File: src/dfr_pkg.sv
// Shared types and constants for the length-prefixed deframer.
`default_nettype none
package dfr_pkg;

  // Width of the length counters; lengths wrap modulo 2**LEN_W
  localparam int unsigned LEN_W = 32;

  // ASCII characters used by the parser
  localparam logic [7:0] CH_NEWLINE = 8'h0A;
  localparam logic [7:0] CH_ZERO    = 8'h30;
  localparam logic [7:0] CH_NINE    = 8'h39;

  // Result kinds
  localparam logic [1:0] KIND_NAME   = 2'd0;
  localparam logic [1:0] KIND_DATA   = 2'd1;
  localparam logic [1:0] KIND_EMPTY  = 2'd2;
  localparam logic [1:0] KIND_CLOSED = 2'd3;

  // Input beat
  typedef struct packed {
    logic [7:0] in_byte;
    logic       link_closed;
  } dfr_in_t;

  // Result beat
  typedef struct packed {
    logic [1:0] kind;
    logic [7:0] out_byte;
    logic       last;
  } dfr_out_t;

endpackage
`default_nettype wire

File: src/dfr_in_stage.sv
// Input register: holds one accepted beat until the parser consumes it.
`default_nettype none
module dfr_in_stage (
  input  wire              clk,
  input  wire              rst_n,
  input  wire              in_valid,
  output logic             in_ready,
  input  dfr_pkg::dfr_in_t in_beat,
  input  wire              advance,
  output logic             beat_valid,
  output dfr_pkg::dfr_in_t beat
);

  logic             valid_r;
  dfr_pkg::dfr_in_t beat_r;

  // room when empty or when the held beat moves on this cycle
  assign in_ready   = !valid_r || advance;
  assign beat_valid = valid_r;
  assign beat       = beat_r;

  always_ff @(posedge clk) begin
    if (!rst_n) begin
      valid_r <= 1'b0;
    end else if (in_ready) begin
      valid_r <= in_valid;
    end
  end

  // payload, no reset
  always_ff @(posedge clk) begin
    if (in_valid && in_ready) begin
      beat_r <= in_beat;
    end
  end

endmodule
`default_nettype wire

File: src/dfr_parse.sv
// Frame parser: phase and length state plus the one-beat update.
`default_nettype none
module dfr_parse (
  input  wire               clk,
  input  wire               rst_n,
  input  dfr_pkg::dfr_in_t  beat,
  input  wire               step_en,
  output logic              res_valid,
  output dfr_pkg::dfr_out_t res
);

  // parser phases
  localparam logic [2:0] PH_SKIP_NAME = 3'd0;
  localparam logic [2:0] PH_NAME_LEN  = 3'd1;
  localparam logic [2:0] PH_NAME      = 3'd2;
  localparam logic [2:0] PH_SEPARATOR = 3'd3;
  localparam logic [2:0] PH_SKIP_DATA = 3'd4;
  localparam logic [2:0] PH_DATA_LEN  = 3'd5;
  localparam logic [2:0] PH_DATA      = 3'd6;

  logic [2:0]               phase_r, phase_nxt;
  logic [dfr_pkg::LEN_W-1:0] acc_r, acc_nxt;
  logic [dfr_pkg::LEN_W-1:0] rem_r, rem_nxt;

  logic [7:0]                b;
  logic                      is_digit;
  logic [dfr_pkg::LEN_W-1:0] dig_ext;
  logic [dfr_pkg::LEN_W-1:0] acc_step;
  logic [dfr_pkg::LEN_W-1:0] rem_dec;

  assign b        = beat.in_byte;
  assign is_digit = b inside {[dfr_pkg::CH_ZERO:dfr_pkg::CH_NINE]};
  // digit value is the low nibble of '0'..'9'
  assign dig_ext  = dfr_pkg::LEN_W'(b[3:0]);
  // acc * 10 + digit, as two shifts and adds
  assign acc_step = (acc_r << 3) + (acc_r << 1) + dig_ext;
  assign rem_dec  = rem_r - dfr_pkg::LEN_W'(1);

  // next state and result for the current beat
  always_comb begin
    phase_nxt = phase_r;
    acc_nxt   = acc_r;
    rem_nxt   = rem_r;
    res_valid = 1'b0;
    res       = '0;
    if (beat.link_closed) begin
      // close only matters while data bytes are due
      if (phase_r == PH_DATA) begin
        phase_nxt = PH_SKIP_NAME;
        acc_nxt   = '0;
        rem_nxt   = '0;
        res_valid = 1'b1;
        res.kind  = dfr_pkg::KIND_CLOSED;
      end
    end else begin
      case (phase_r)
        PH_NAME_LEN, PH_DATA_LEN: begin
          if (is_digit) begin
            acc_nxt = acc_step;
          end else begin
            rem_nxt = acc_r;
            acc_nxt = '0;
            if (acc_r == '0) begin
              if (phase_r == PH_DATA_LEN) begin
                phase_nxt = PH_SKIP_NAME;
                rem_nxt   = '0;
                res_valid = 1'b1;
                res.kind  = dfr_pkg::KIND_EMPTY;
              end else begin
                phase_nxt = PH_SEPARATOR;
              end
            end else begin
              phase_nxt = (phase_r == PH_DATA_LEN) ? PH_DATA : PH_NAME;
            end
          end
        end
        PH_NAME, PH_DATA: begin
          rem_nxt      = rem_dec;
          res_valid    = 1'b1;
          res.kind     = (phase_r == PH_DATA) ? dfr_pkg::KIND_DATA : dfr_pkg::KIND_NAME;
          res.out_byte = b;
          res.last     = (rem_r == dfr_pkg::LEN_W'(1));
          if (rem_dec == '0) begin
            if (phase_r == PH_DATA) begin
              phase_nxt = PH_SKIP_NAME;
              acc_nxt   = '0;
            end else begin
              phase_nxt = PH_SEPARATOR;
            end
          end
        end
        PH_SEPARATOR: begin
          phase_nxt = PH_SKIP_DATA;
        end
        default: begin
          // skip phases; the unused code behaves as the name skip phase
          if (b == dfr_pkg::CH_NEWLINE) begin
            phase_nxt = phase_r;
          end else if (is_digit) begin
            acc_nxt   = dig_ext;
            phase_nxt = (phase_r == PH_SKIP_DATA) ? PH_DATA_LEN : PH_NAME_LEN;
          end else if (phase_r == PH_SKIP_DATA) begin
            // non-digit ends the data length at zero
            phase_nxt = PH_SKIP_NAME;
            acc_nxt   = '0;
            rem_nxt   = '0;
            res_valid = 1'b1;
            res.kind  = dfr_pkg::KIND_EMPTY;
          end else begin
            // non-digit ends the name length at zero
            phase_nxt = PH_SEPARATOR;
            acc_nxt   = '0;
            rem_nxt   = '0;
          end
        end
      endcase
    end
  end

  // state update once per consumed beat
  always_ff @(posedge clk) begin
    if (!rst_n) begin
      phase_r <= PH_SKIP_NAME;
      acc_r   <= '0;
      rem_r   <= '0;
    end else if (step_en) begin
      phase_r <= phase_nxt;
      acc_r   <= acc_nxt;
      rem_r   <= rem_nxt;
    end
  end

endmodule
`default_nettype wire

File: src/dfr_out_stage.sv
// Result register: holds one result beat until the consumer takes it.
`default_nettype none
module dfr_out_stage (
  input  wire               clk,
  input  wire               rst_n,
  input  wire               load,
  input  dfr_pkg::dfr_out_t res,
  output logic              slot_free,
  output logic              out_valid,
  input  wire               out_ready,
  output dfr_pkg::dfr_out_t out_beat
);

  logic              valid_r;
  dfr_pkg::dfr_out_t beat_r;

  assign slot_free = !valid_r || out_ready;
  assign out_valid = valid_r;
  assign out_beat  = beat_r;

  always_ff @(posedge clk) begin
    if (!rst_n) begin
      valid_r <= 1'b0;
    end else if (load) begin
      valid_r <= 1'b1;
    end else if (out_ready) begin
      valid_r <= 1'b0;
    end
  end

  // payload, no reset
  always_ff @(posedge clk) begin
    if (load) begin
      beat_r <= res;
    end
  end

endmodule
`default_nettype wire

File: src/ascii_length_prefixed_deframer.sv
// Top level of the ASCII length-prefixed deframer.
//
//   channel | ports                          | direction | beat
//   --------+--------------------------------+-----------+-------------------------------
//   in      | in_valid, in_ready, in_beat    | input     | one stream byte or link close
//   out     | out_valid, out_ready, out_beat | output    | name/data byte or frame marker
//
// One byte per cycle sustained unless a result waits on a full output register; out_valid is registered.
// The input register feeds the parser, whose result lands in the output register.
// A beat that yields no result moves on even while the output register is full.
// rst_n is synchronous; after reset the parser skips newlines before a name length.
// in_ready drops only when a held beat has a result and the output register stays full.
`default_nettype none
module ascii_length_prefixed_deframer (
  input  wire               clk,
  input  wire               rst_n,
  input  wire               in_valid,
  output logic              in_ready,
  input  dfr_pkg::dfr_in_t  in_beat,
  output logic              out_valid,
  input  wire               out_ready,
  output dfr_pkg::dfr_out_t out_beat
);

  logic              beat_valid;
  dfr_pkg::dfr_in_t  beat;
  logic              res_valid;
  dfr_pkg::dfr_out_t res;
  logic              slot_free;
  logic              advance;

  // held beat moves on if it has no result or the output slot can take it
  assign advance = beat_valid && (slot_free || !res_valid);

  dfr_in_stage u_in (
    .clk        (clk),
    .rst_n      (rst_n),
    .in_valid   (in_valid),
    .in_ready   (in_ready),
    .in_beat    (in_beat),
    .advance    (advance),
    .beat_valid (beat_valid),
    .beat       (beat)
  );

  dfr_parse u_parse (
    .clk       (clk),
    .rst_n     (rst_n),
    .beat      (beat),
    .step_en   (advance),
    .res_valid (res_valid),
    .res       (res)
  );

  dfr_out_stage u_out (
    .clk       (clk),
    .rst_n     (rst_n),
    .load      (advance && res_valid),
    .res       (res),
    .slot_free (slot_free),
    .out_valid (out_valid),
    .out_ready (out_ready),
    .out_beat  (out_beat)
  );

endmodule
`default_nettype wire
File: config.mk
export PLATFORM = sky130hd
export DESIGN_NAME = ascii_length_prefixed_deframer
export DESIGN_NICKNAME = d
export VERILOG_FILES = /design/src/dfr_pkg.sv /design/src/dfr_in_stage.sv /design/src/dfr_parse.sv /design/src/dfr_out_stage.sv /design/src/ascii_length_prefixed_deframer.sv
export SDC_FILE = /design/constraint.sdc
export NUM_CORES = 1
export LEC_CHECK = 0
export CAP_MARGIN = 20
export CORE_MARGIN = 10
export CORE_UTILIZATION = 55
export DETAILED_ROUTE_END_ITERATION = 12
export DONT_BUFFER_PORTS = 1
export MAX_ROUTING_LAYER = met4
export PLACE_DENSITY_LB_ADDON = 0.2
export SETUP_SLACK_MARGIN = 0.1
export SYNTH_ARGS = -nofsm -noshare
export SYNTH_HDL_FRONTEND = slang
export SYNTH_HIERARCHICAL = 1
export SYNTH_SLANG_ARGS = --single-unit
File: constraint.sdc
create_clock -name clk -period 7.05 [get_ports clk]
set_input_delay 1.41 -clock clk [delete_from_list [all_inputs] [get_ports clk]]
set_output_delay 1.41 -clock clk [all_outputs]
set_load 0.1 [all_outputs]
# After elaboration in Yosys (flattened, before gate mapping)
# Cells that the tools add are included.
dict set report op_classes {
  reduce_logical 19
  n_addsub 3
  n_mux 49
  eq_ne 15
  bitwise_logic 1
  order_cmp 2
}
# op count
set op_table {}
lappend op_table {{32-bit two-way mux} 12}
lappend op_table {{32-bit case mux with 3 select lines} 2}
lappend op_table {{32-bit logical NOT} 2}
lappend op_table {{32-bit adder} 1}
lappend op_table {{32-bit by 4-bit adder with 32-bit output} 1}
lappend op_table {{32-bit by 1-bit == test with 1-bit output, second input constant} 1}
lappend op_table {{32-bit by 1-bit subtractor with 32-bit output, second input constant} 1}
lappend op_table {{3-bit two-way mux} 9}
lappend op_table {{2-bit two-way mux} 11}
lappend op_table {{1-bit two-way mux} 11}
lappend op_table {{3-bit == test, second input constant} 3}
lappend op_table {{3-bit case mux with 3 select lines} 1}
lappend op_table {{8-bit by 4-bit == test with 1-bit output, second input constant} 1}
lappend op_table {{8-bit by 6-bit >= comparator with 1-bit output, second input constant} 1}
lappend op_table {{8-bit by 6-bit less-or-equal comparator with 1-bit output, second input constant} 1}
lappend op_table {{3-bit by 2-bit == test with 1-bit output, second input constant} 2}
lappend op_table {{3-bit inequality test, second input constant} 2}
lappend op_table {{2-bit case mux with 3 select lines} 1}
lappend op_table {{6-bit AND reduction} 1}
lappend op_table {{2-bit OR reduction} 3}
lappend op_table {{5-bit inequality test, second input constant} 1}
lappend op_table {{5-bit AND reduction} 1}
lappend op_table {{1-bit logical AND} 4}
lappend op_table {{4-bit two-way mux} 1}
lappend op_table {{other kinds (11)} 15}
dict set report totals {
  inputBits 13
  wordCells 99
  out_inout_bits 13
  ff_bits 89
}

# Logic depth before layout (Yosys ltp)
dict set report logic_depth {
  ltp_word 11
  depth_mapped 15
  depth_no_buf 13
}

# Modules after synthesis
# Netlist, hierarchy kept.
# mod area_per_inst_um2 seq_area_each_um2 cells_per_inst n_inst
set modules_own_cells {}
lappend modules_own_cells {dfr_parse 5910.7 1341.3 748 1}
lappend modules_own_cells {dfr_out_stage 379.1 350.3 15 1}
lappend modules_own_cells {dfr_in_stage 327.8 290.3 14 1}
lappend modules_own_cells {ascii_length_prefixed_deframer 18.8 0.0 3 1}

# Least setup slack after synthesis
# Ideal clock, no wire load.
dict set report synth_path {
  path_type {input to output}
  from {in out_ready}
  to {out in_ready}
  cell_stages 4
  required_ns 5.640
  slack_ns 3.402
  path_buffers 0
  arrival_time_ns 2.238
  path_cell_list {nand2b_4 > inv_1 > a21boi_1 > nand2b_4}
}
dict set report synth_between {
  elab_chain_cells 4
}
# element line_no
set synth_lines {}
lappend synth_lines {{start, declared} ascii_length_prefixed_deframer.sv:21} ;# input wire out_ready,
lappend synth_lines {{1-bit logical OR} dfr_out_stage.sv:17} ;# assign slot_free = !valid_r || out_ready;
lappend synth_lines {{1-bit logical OR} ascii_length_prefixed_deframer.sv:33} ;# assign advance = beat_valid && (slot_free || !res_valid);
lappend synth_lines {{1-bit logical AND} ascii_length_prefixed_deframer.sv:33}
lappend synth_lines {{via advance} ascii_length_prefixed_deframer.sv:30} ;# logic advance;
lappend synth_lines {{1-bit logical OR} dfr_in_stage.sv:18} ;# assign in_ready = !valid_r || advance;
lappend synth_lines {{end, declared} ascii_length_prefixed_deframer.sv:18} ;# output logic in_ready,
# The timed path passes the listed nets, and every way through them passes these cells.

# Final worst setup path
dict set report layout_path {
  from {reg u_parse/acc_r[28] (netlist bit)}
  to {out in_ready}
}
dict set report layout_between {
  elab_chain_cells 9
}
# element line_no
set layout_lines {}
lappend layout_lines {{start, declared} dfr_parse.sv:22} ;# logic [dfr_pkg::LEN_W-1:0] acc_r, acc_nxt;
lappend layout_lines {{start signal, assigned} dfr_parse.sv:128} ;# acc_r <= acc_nxt;
lappend layout_lines {{32-bit logical NOT} dfr_parse.sv:63} ;# if (acc_r == '0) begin
lappend layout_lines {{1-bit two-way mux} dfr_parse.sv:63}
lappend layout_lines {{1-bit two-way mux} dfr_parse.sv:58} ;# if (is_digit) begin
lappend layout_lines {{1-bit case mux with 3 select lines} dfr_parse.sv:56} ;# case (phase_r)
lappend layout_lines {{1-bit two-way mux} dfr_parse.sv:46} ;# if (beat.link_closed) begin
lappend layout_lines {{via res_valid} ascii_length_prefixed_deframer.sv:27} ;# logic res_valid;
lappend layout_lines {{1-bit logical NOT} ascii_length_prefixed_deframer.sv:33}
lappend layout_lines {{1-bit logical OR} ascii_length_prefixed_deframer.sv:33}
lappend layout_lines {{1-bit logical AND} ascii_length_prefixed_deframer.sv:33}
lappend layout_lines {{via advance} ascii_length_prefixed_deframer.sv:30}
lappend layout_lines {{1-bit logical OR} dfr_in_stage.sv:18}
# The timed path passes the listed nets, and every way through them passes these cells.

==> summary.md <==
| Metric | Value |
|---|---|
| Die X | `129.8 um` |
| Initial DRC count | `667` |
| EDFF count, synth | `20` |
| Average wire per standard cell | `18.90 um` |
| Yosys warning total | `6` |
| WP depth | `9` |
| Max Cap Viol | `0` |
| VDD IR-drop max | `0.0001108 V` |
| Root buf cell | `clkbuf_16` |
| Worst Path Required | `5.64 ns` |
| Reg area | `1982 um^2` |
| Setup tns final | `0 ns` |
| Ys flop type | `dfxtp_1` |
| 1st-pass router iterations | `7` |
| Netlist cell types | `74` |
| ANT nets after route | `0` |
| Post-Synthesis Cells | `780` |
| Max-slew violations | `0` |
| Status | `complete, no violations` |
| TritonCTS clock tree | `built` |
| Final Skew | `0.01186 ns` |
| Placer Congestion | `0.9219` |
| H-tree depth | `3` |
| Period utilization | `65.58%` |
| RSZ-0062 raised after global routing | `false` |
| CP Capture Type | `primary output` |
| Worst min-delay path startpoint | `u_parse/acc_r[5]` |
| Largest net degree at the start of global routing | `42` |
| All-Layer GR Usage | `20.76%` |
| Design Power | `1.142 mW` |
| Max frequency | `216.3 MHz` |
| Fin. Hold Viols | `0` |
| P&R area growth vs syn | `4.977%` |
| Vias in the first global route | `5515` |
| Die area | `16860 um^2` |
| Postcts setup bufs | `0` |
| DRC | `0` |
| #FFs+latches synth | `89` |
| Num CTS Buffers | `9` |
| CP bufs+invs | `0` |
| Fillers | `1071` |
| I/O Buffers | `0` |
| Syn_nets | `856` |
| Antenna diodes | `0` |
| Power Density | `163.9 nW/um^2` |
| Slew margin rel. | `25.44%` |
| P_leak | `2.977 nW` |
| Tmin final | `4.623 ns` |
| Hold depth | `2` |
| DR vias/cell | `6.617` |
| Reg clk slew, reported paths | `0.07 ns` |
| Slowest library cell on the worst path | `or4_1` |
| Worst EP arrival | `3.21 ns` |
| R2r worst-path depth | `14` |
| Grt total ovfl | `0` |
| Reg2reg setup slack | `2.95 ns` |
| Worst r2r src | `u_parse/acc_r[28]` |
| Core footprint | `11910 um^2` |
| Post-Synthesis Cell Area | `6636 um^2` |
| Final setup fails | `0` |
| Height of the chip | `129.8 um` |
| Critical path's top delay family | `simple AND/OR/NAND/NOR gates` |
| Initial antenna violation count | `0` |
| Hold Crit Endpoint | `u_parse/rem_r[5]` |
| Synth async-reset ratio | `0%` |
| Crit-path max cell delay | `0.55 ns` |
| R2r endpoint | `u_parse/rem_r[0]` |
| I/O pin cnt | `26` |
| Clk buf depth | `2` |
| HP Class | `reg -> reg` |
| Crit Path Class | `reg -> out` |
| Maximum fanout along the worst path | `6` |
| DR vias | `5982` |
| Worst slew pin tran | `1.114 ns` |
| Share of cells above drive strength 1 | `5.416%` |
| Post-CTS Hold Buffers | `0` |
| Area of the multi-input gates | `4383 um^2` |
| Hpwl dp | `12590 um` |
| Nets | `828` |
| Clock Latency Late Sink | `0.35 ns` |
| Worst Setup Start Kind | `flop` |
| Clock Sink Count | `89` |
| Cells along the critical path | `nor4_1 > nand4_1 > nor2_1 > nor2b_1 > or4_1 > a21oi_1 > or2_1 > a21boi_1 > nand2b_4` |
| Detailed Route WL | `17090 um` |
| Rows | `40` |
| Global-route wire length before repair | `27920 um` |
| Initial core utilization | `55.71%` |
| Post-synthesis sequential area ratio | `29.86%` |
| Syn Area/Cell | `8.508 um^2` |
| Post_cts resized | `0` |
layout by cell type, fill, tap and decap left out, types with 22 or more instances in the layout:
cell	netlist	layout
a21oi_1	65	65
a22o_1	28	28
dfxtp_1	69	69
ha_1	61	61
nand2_1	57	57
nor2_1	46	46
nor2b_1	29	29
nor3_1	36	36
o21ai_0	44	44
xor2_1	22	22
worst max-delay path by stage:
stage,to,startpoint,slack [ns]
final,in_ready,u_parse/acc_r[28],2.43
after global routing,in_ready,u_parse/acc_r[28],2.32
after detailed placement,in_ready,u_parse/acc_r[28],2.94
after global placement,in_ready,u_parse/acc_r[28],2.94
after floorplan,in_ready,out_ready,3.40
after CTS,in_ready,u_parse/acc_r[28],2.56
cells in the mapped netlist (all sizes together), types with 5 or more instances:
library cell  instances  area, um^2
dfxtp                69        1381
a21oi                65       325.3
ha                   61       763.2
nand2                59       226.5
o21ai                51       255.2
nor2                 46       172.7
nor3                 36       180.2
clkbuf               35       131.4
nor2b                29       181.4
a22o                 28       245.2
xor2                 22       192.7
inv                  21       78.83
edfxtp               20       600.6
xnor2                19       166.4
nor4                 18       163.9
a21boi               15       120.1
and2                 15       96.35
a22oi                14       105.1
nand4                13       87.58
nand2b               12       90.09
a21o                 11       82.58
a221oi                9       78.83
and3                  8       51.30
buf                   8       65.06
nand3                 8       40.04
a211oi                6       50.05
nand4b                6       52.55
nand3b                5       37.54
o21bai                5       37.54
or4                   5       37.54
stage by stage:
stage	setup WS, ns	utilization (%)	hold slack [ns]	instance area (um^2)	cells
6_report	2.427	58.49	0.5240	6967	904
3_3_place_gp	2.940	55.77	0.5124	6643	886
5_1_grt	2.322	58.49	0.5498	6967	904
3_5_place_dp	2.941	55.83	0.5156	6650	887
2_1_floorplan	3.402	-	0.4746	6636	780
4_1_cts	2.556	58.36	0.5298	6952	903
tightest hold or removal path, stage by stage, from the launching register on:
cell and delay, ns:
dfxtp_1 0.35, nand2_1 0.07, a21boi_1 0.06
final cells by class:
class                   count  share of cell area [%]
multi-input cells         627                   62.91
clock inverters             7                   1.096
repair buffers              4                  0.5388
well taps                 147                   2.640
inverters                  21                   1.131
flip-flops and latches     89                   28.45
clock buffers               9                   3.233
cell families after synthesis:
| kind of cell | count (synthesis) | share of synthesized area (%) |
|---|---|---|
| simple gates | 281 | 23.96 |
| compound gates | 239 | 24.06 |
| flops | 89 | 29.86 |
| buf+inv | 64 | 4.148 |
| fa+ha+maj | 63 | 12.10 |
| xor+xnor | 41 | 5.411 |
| mux | 3 | 0.4525 |
sequential cells by signal (all words and copies together) (netlist names):
register / cells
u_out/out_beat: 11
u_parse/rem_r: 32
u_parse/phase_r: 3
u_parse/acc_r: 32
u_out/out_valid: 1
u_in/beat: 9
u_in/beat_valid: 1
power breakdown:
group          total [mW]  internal, mW  switching [mW]
Clock               0.487         0.277           0.210
Combinational       0.112        0.0405          0.0715
Sequential          0.543         0.527          0.0153
layer usage:
layer  vias to the layer above  share of wire, %  global-route usage, %
li1                       2870                 -                      -
met1                      2859                46                  27.77
met2                       230                46                  31.96
met3                        23               6.3                  2.556
met4                         0               1.6                  6.746
met5                         -                 0                      -
Power figures use the tool's default switching activity.
